[config.mk]
export PLATFORM = sky130hd
export DESIGN_NAME = ipv4_fragment_planner
export DESIGN_NICKNAME = d
export VERILOG_FILES = /design/src/rtl/core/ifp_pkg.sv /design/src/rtl/core/ipv4_fragment_planner.sv
export SDC_FILE = /design/constraint.sdc
export NUM_CORES = 1
export LEC_CHECK = 0
export BUFFER_PORTS_ARGS = -buffer_cell sky130_fd_sc_hd__buf_2
export CAP_MARGIN = 20
export CORE_ASPECT_RATIO = 1.5
export CORE_MARGIN = 2
export CORE_UTILIZATION = 35
export DETAILED_ROUTE_END_ITERATION = 10
export SYNTH_ARGS = -nofsm -noshare
export SYNTH_HDL_FRONTEND = slang
export SYNTH_SLANG_ARGS = --single-unit
[constraint.sdc]
create_clock -name clock -period 19.7 [get_ports clock]
set_input_delay 3.94 -clock clock [delete_from_list [all_inputs] [get_ports clock]]
set_output_delay 3.94 -clock clock [all_outputs]
set_load 0.05 [all_outputs]
[src/rtl/core/ifp_pkg.sv]
`timescale 1ns / 1ps

package ifp_pkg;

   localparam int unsigned LenWidth   = 16;
   localparam int unsigned CountWidth = 6;

   localparam logic [LenWidth-1:0] MinHeader   = 16'd20;
   localparam logic [LenWidth-1:0] MinFragment = 16'd8;
   localparam logic [2:0]          AlignMask   = 3'h7;

   localparam logic [LenWidth-1:0]   MtuReset      = 16'd1500;
   localparam logic [CountWidth-1:0] MaxFragsReset = 6'd63;

   typedef enum logic {
      CSR_MTU       = 1'b0,
      CSR_MAX_FRAGS = 1'b1
   } csr_index_type;

   typedef enum logic [2:0] {
      ST_OK      = 3'd0,
      ST_BAD_HDR = 3'd1,
      ST_EMPTY   = 3'd2,
      ST_MTU     = 3'd3,
      ST_FIRST   = 3'd4,
      ST_MANY    = 3'd5
   } status_type;

endpackage

[src/rtl/core/ipv4_fragment_planner.sv]
`timescale 1ns / 1ps

// channel   ports                                        handshake
// request   req_header_len, req_payload_len              start while busy is low
// result    rsp_frag_offset, rsp_frag_len, rsp_more_frags,
//           rsp_status, rsp_last                         rsp_valid for one cycle
// config    csr_index, csr_write_data                    csr_write_en
//
// one subtractor is shared: first it forms mtu - header_len, then payload - offset
// a request runs through S_CHECK, S_COUNT and S_EMIT, emitting one word per
// fragment (error runs stop early); words come one per cycle during emit
// the counting pass runs first so a rejection never leaves partial descriptors
// synchronous reset sets mtu to 1500 and the fragment cap to 63
// the receiver cannot stall: each word is shown for exactly one cycle
module ipv4_fragment_planner (
   input  logic                                clock,
   input  logic                                reset,
   input  logic                                start,
   output logic                                busy,
   input  logic [ifp_pkg::LenWidth-1:0]        req_header_len,
   input  logic [ifp_pkg::LenWidth-1:0]        req_payload_len,
   output logic                                rsp_valid,
   output logic [ifp_pkg::LenWidth-1:0]        rsp_frag_offset,
   output logic [ifp_pkg::LenWidth-1:0]        rsp_frag_len,
   output logic                                rsp_more_frags,
   output ifp_pkg::status_type                 rsp_status,
   output logic                                rsp_last,
   input  logic                                csr_write_en,
   input  ifp_pkg::csr_index_type              csr_index,
   input  logic [ifp_pkg::LenWidth-1:0]        csr_write_data
);
   import ifp_pkg::*;

   typedef enum logic [1:0] {
      S_IDLE,
      S_CHECK,
      S_COUNT,
      S_EMIT
   } state_type;

   state_type               state_ff, state_in;
   logic [LenWidth-1:0]     mtu_ff;
   logic [CountWidth-1:0]   max_frags_ff;
   logic [LenWidth-1:0]     hdr_ff, hdr_in;
   logic [LenWidth-1:0]     total_ff, total_in;
   logic [LenWidth-1:0]     room_ff, room_in;
   logic [LenWidth-1:0]     off_ff, off_in;
   logic [CountWidth-1:0]   cnt_ff, cnt_in;

   logic                    valid_ff, valid_in;
   logic [LenWidth-1:0]     offset_ff, offset_in;
   logic [LenWidth-1:0]     len_ff, len_in;
   logic                    more_ff, more_in;
   status_type              status_ff, status_in;
   logic                    last_ff, last_in;

   // shared subtractor
   logic [LenWidth-1:0]     sub_a, sub_b;
   logic [LenWidth:0]       diff;
   logic [LenWidth-1:0]     rest;
   logic [LenWidth-1:0]     step;
   logic                    fin;
   logic [LenWidth-1:0]     frag_len;

   always_comb begin
      if (state_ff == S_CHECK) begin
         sub_a = mtu_ff;
         sub_b = hdr_ff;
      end else begin
         sub_a = total_ff;
         sub_b = off_ff;
      end
      diff     = {1'b0, sub_a} - {1'b0, sub_b};
      rest     = diff[LenWidth-1:0];
      step     = {room_ff[LenWidth-1:3], 3'b000};
      fin      = (rest <= room_ff);
      frag_len = fin ? rest : step;
   end

   always_comb begin
      state_in  = state_ff;
      hdr_in    = hdr_ff;
      total_in  = total_ff;
      room_in   = room_ff;
      off_in    = off_ff;
      cnt_in    = cnt_ff;
      valid_in  = 1'b0;
      offset_in = '0;
      len_in    = '0;
      more_in   = 1'b0;
      status_in = ST_OK;
      last_in   = 1'b0;

      case (state_ff)
         S_IDLE: begin
            if (start) begin
               hdr_in   = req_header_len;
               total_in = req_payload_len;
               state_in = S_CHECK;
            end
         end
         S_CHECK: begin
            room_in = rest;
            off_in  = '0;
            cnt_in  = '0;
            if (hdr_ff < MinHeader || hdr_ff[1:0] != 2'b00) begin
               status_in = ST_BAD_HDR;
            end else if (total_ff == '0) begin
               status_in = ST_EMPTY;
            end else if (diff[LenWidth] || rest < MinFragment) begin
               // covers mtu not above the header too
               status_in = ST_MTU;
            end
            if (status_in != ST_OK) begin
               valid_in = 1'b1;
               last_in  = 1'b1;
               state_in = S_IDLE;
            end else begin
               state_in = S_COUNT;
            end
         end
         S_COUNT: begin
            // dry run of the split so that errors surface before any word
            if (cnt_ff >= max_frags_ff) begin
               status_in = ST_MANY;
            end else if (cnt_ff == '0 && fin && total_ff < MinFragment) begin
               status_in = ST_FIRST;
            end
            if (status_in != ST_OK) begin
               valid_in = 1'b1;
               last_in  = 1'b1;
               state_in = S_IDLE;
            end else if (fin) begin
               off_in   = '0;
               state_in = S_EMIT;
            end else begin
               off_in = off_ff + step;
               cnt_in = cnt_ff + 1'b1;
            end
         end
         S_EMIT: begin
            valid_in  = 1'b1;
            offset_in = off_ff;
            len_in    = frag_len;
            more_in   = !fin;
            last_in   = fin;
            off_in    = off_ff + frag_len;
            if (fin) begin
               state_in = S_IDLE;
            end
         end
         default: begin
            state_in = S_IDLE;
         end
      endcase
   end

   always_ff @(posedge clock) begin
      if (reset) begin
         state_ff     <= S_IDLE;
         valid_ff     <= 1'b0;
         mtu_ff       <= MtuReset;
         max_frags_ff <= MaxFragsReset;
      end else begin
         state_ff <= state_in;
         valid_ff <= valid_in;
         if (csr_write_en) begin
            case (csr_index)
               CSR_MTU:       mtu_ff       <= csr_write_data;
               CSR_MAX_FRAGS: max_frags_ff <= csr_write_data[CountWidth-1:0];
               default:       mtu_ff       <= mtu_ff;
            endcase
         end
      end
      // word fields, no reset needed
      offset_ff <= offset_in;
      len_ff    <= len_in;
      more_ff   <= more_in;
      status_ff <= status_in;
      last_ff   <= last_in;
   end

   // payload registers, no reset needed
   always_ff @(posedge clock) begin
      hdr_ff    <= hdr_in;
      total_ff  <= total_in;
      room_ff   <= room_in;
      off_ff    <= off_in;
      cnt_ff    <= cnt_in;
   end

   assign busy            = (state_ff != S_IDLE);
   assign rsp_valid       = valid_ff;
   assign rsp_frag_offset = offset_ff;
   assign rsp_frag_len    = len_ff;
   assign rsp_more_frags  = more_ff;
   assign rsp_status      = status_ff;
   assign rsp_last        = last_ff;

`ifndef SYNTHESIS
   a_error_shape: assert property (@(posedge clock) disable iff (reset)
      rsp_valid && rsp_status != ST_OK |-> rsp_last && rsp_frag_len == '0
         && rsp_frag_offset == '0 && !rsp_more_frags)
      else $error("error word with descriptor fields set");

   a_mid_run_ok: assert property (@(posedge clock) disable iff (reset)
      rsp_valid && !rsp_last |-> rsp_more_frags && rsp_status == ST_OK && busy)
      else $error("non-final word without more fragments or outside a run");

   a_start_takes: assert property (@(posedge clock) disable iff (reset)
      start && !busy |=> busy && !rsp_valid)
      else $error("accepted request did not start a run");

   a_offset_chain: assert property (@(posedge clock) disable iff (reset)
      rsp_valid && !rsp_last |=> rsp_valid
         && rsp_frag_offset == $past(rsp_frag_offset) + $past(rsp_frag_len))
      else $error("fragment offsets not contiguous");
`endif

endmodule

==> impl_metrics.tcl <==
set metrics [dict create \
    synth-xor-area-share 0.0351 \
    worst_pin_slew_ns 1.02 \
    synth.most_common_cell "ha_1" \
    num_antenna_cells 0 \
    area.growth.synth_to_final_pct 16.6 \
    wire_per_inst_um 16.2 \
    timing.final.ws_setup_ns 10.93 \
    ys_seq_elements 132 \
    cts_tree "built" \
    synth_edf_count 70 \
    finalWirelength_um 18400 \
    cp.depth 28 \
    firstDrtPassIters 4 \
    dieHeight_um 186 \
    synth_compound_gate_area_share 0.148 \
    rows 66 \
    post-place-ws_ns 10.97 \
    htree_levels 4 \
    globalplace.congestion 0.857 \
    via_per_inst 5.06 \
    critical-path-slowest-cell "nor4_1" \
    min_path_type "reg -> reg" \
    insertion_delay_ns 0.44 \
    synth_common_cells "ha_1, edfxtp_1, dfxtp_1, nand2_1, inv_1" \
    critPathBufInv 3 \
    fin_skew_ns 0.0123 \
    async_flop_share 0 \
    grt.total_usage 0.165 \
    path_class "reg -> reg" \
    slew_headroom 0.310 \
    nets 978 \
    synth_cell_types 69 \
    clock_sinks 132 \
    max_cap_viol_count 0 \
    setup_viol 0 \
    yosys.area_share.simple 0.159 \
    synth.top_cell.area_share 0.272 \
    dp_hpwl_um 14400 \
    synth_cells 756 \
    port_buffers 91 \
    drive_gt1_frac 0.201 \
    drcViolationCount 0 \
    floorplan.initialDensity 0.356 \
    synth_top_area_cell "edfxtp_1" \
    final_hold_viol_count 0 \
    antenna_found_initial 0 \
    cp.arrival_ns 9.04 \
    cts_hold_buf 0 \
    syn_avg_cell_area_um2 10.2 \
    drt_iter0_drc 282 \
    slowest_delay_ns 0.91 \
    cp_max_fo 44 \
    worstRegToRegCells 28 \
    rsz0062_at_grt "no" \
    tns_ns 0 \
    numCtsBuffers 17 \
    io_pins 92 \
    die_area_um2 23300 \
    syn_nets 886 \
    critPathLaunchType "flop" \
    yosys_warnings 0 \
    cp_common_cell "ha_1" \
    whs_path_depth 2 \
    core-area_um2 21700 \
    fmax_ghz 0.114 \
    grt_pass1_vias 5798 \
    timing.final.crit_share 0.445 \
    required_ns 19.97 \
    end_kind "flop" \
    slew_viol_final 0 \
    synth_flop_cell "edfxtp_1" \
    cp_top_family "simple AND/OR/NAND/NOR gates" \
    dr_total_vias 5735 \
    cts-root-buf "clkbuf_16" \
    postCtsSetupBuffers 0 \
    clkTransAtPathRegs_ns 0.06 \
    cts_max_path_buffers 2 \
    grt_pass1_wl_um 29800 \
    grt_overflow_total 0 \
    grt_max_degree 53 \
    synthAdderAreaFrac 0.127 \
    finalCriticalPeriod_ns 8.77 \
    synth_top_family_by_area "simple AND/OR/NAND/NOR gates" \
    synthMuxAreaShare 0.0613 \
    cts_resized 0 \
    ant_nets 0 \
    die_w_um 125 \
    yosysSeqAreaShare 0.432 \
    yosys-top-cells-area "edfxtp_1, dfxtp_1, ha_1" \
    status "finished clean" \
    syn-cell-area_um2 7730 \
]
-- final cells by class --
cell class              instances  area [um^2]
repair buffers                 95          485
fillers                      2178        12700
well taps                     272          340
flip-flops and latches        132         3340
inverters                      47          176
clock buffers                  17          425
multi-input cells             555         4110
clock inverters                15          135
-- tightest hold or removal path, stage by stage, from the launching register on --
cell and delay, ns:
dfxtp_1 0.31, nand2_1 0.05, a21oi_1 0.05
-- flip-flops by register name, indices dropped and copies added (netlist names), 3 cells and up --
| name | cells |
|---|---|
| cnt_ff | 6 |
| hdr_ff | 16 |
| max_frags_ff | 6 |
| mtu_ff | 16 |
| off_ff | 16 |
| room_ff | 16 |
| rsp_frag_len | 16 |
| rsp_frag_offset | 16 |
| rsp_status | 3 |
| total_ff | 16 |
-- cell families after synthesis --
family | Yosys count
AOI/OAI and AO/OA | 169
xor gates and xnor gates | 31
adders and majority gates | 77
buffers and inverters | 69
DFF | 132
muxes | 44
and+or+nand+nor | 234
-- worst paths after layout --
check                                         startpoint                endpoint  slack, ns
worst max-delay path            state_ff[1]$_SDFFE_PP0P_    off_ff[14]$_DFFE_PP_      10.93
worst min-delay path              mtu_ff[5]$_SDFFE_PP0P_  mtu_ff[5]$_SDFFE_PP0P_       0.45
worst max register to register  state_ff[1]$_SDFFE_PP0P_    off_ff[14]$_DFFE_PP_      10.93
worst min register to register    mtu_ff[5]$_SDFFE_PP0P_  mtu_ff[5]$_SDFFE_PP0P_       0.45
-- cell usage in the layout, fill, tap and decap left out, types with 10 or more instances in the layout --
master     instances
a211oi_1          10
a21o_1            10
a21oi_1           43
a31oi_1           10
and2_1            41
and3_1            12
buf_2             91
clkbuf_16         17
dfxtp_1           62
edfxtp_1          70
ha_1              73
inv_1             47
mux2_2            27
mux2i_1           17
nand2_1           62
nand3_1           10
nor2_1            38
nor3_1            14
o21ai_0           31
xnor2_1           22
-- stage by stage --
stage / cell area (um^2) / util / cells / hold WS, ns
3_3_place_gp: 8460 / 0.389 / 1101 / 0.443
5_1_grt: 9020 / 0.415 / 1133 / 0.483
4_1_cts: 9020 / 0.415 / 1133 / 0.453
6_report: 9020 / 0.415 / 1133 / 0.450
2_1_floorplan: 7730 / - / 756 / 0.432
3_5_place_dp: 8460 / 0.389 / 1101 / 0.443
-- per-layer routing --
layer	share of wire	track usage	vias to the layer above
li1	-	-	2957
met1	0.43	0.191	2646
met2	0.51	0.300	114
met3	0.036	0.0302	18
met4	0.020	0.0658	0
met5	0	0	-
Power is not shown: default switching activity piles up to over one toggle a cycle in this logic, so the estimate is an artifact.
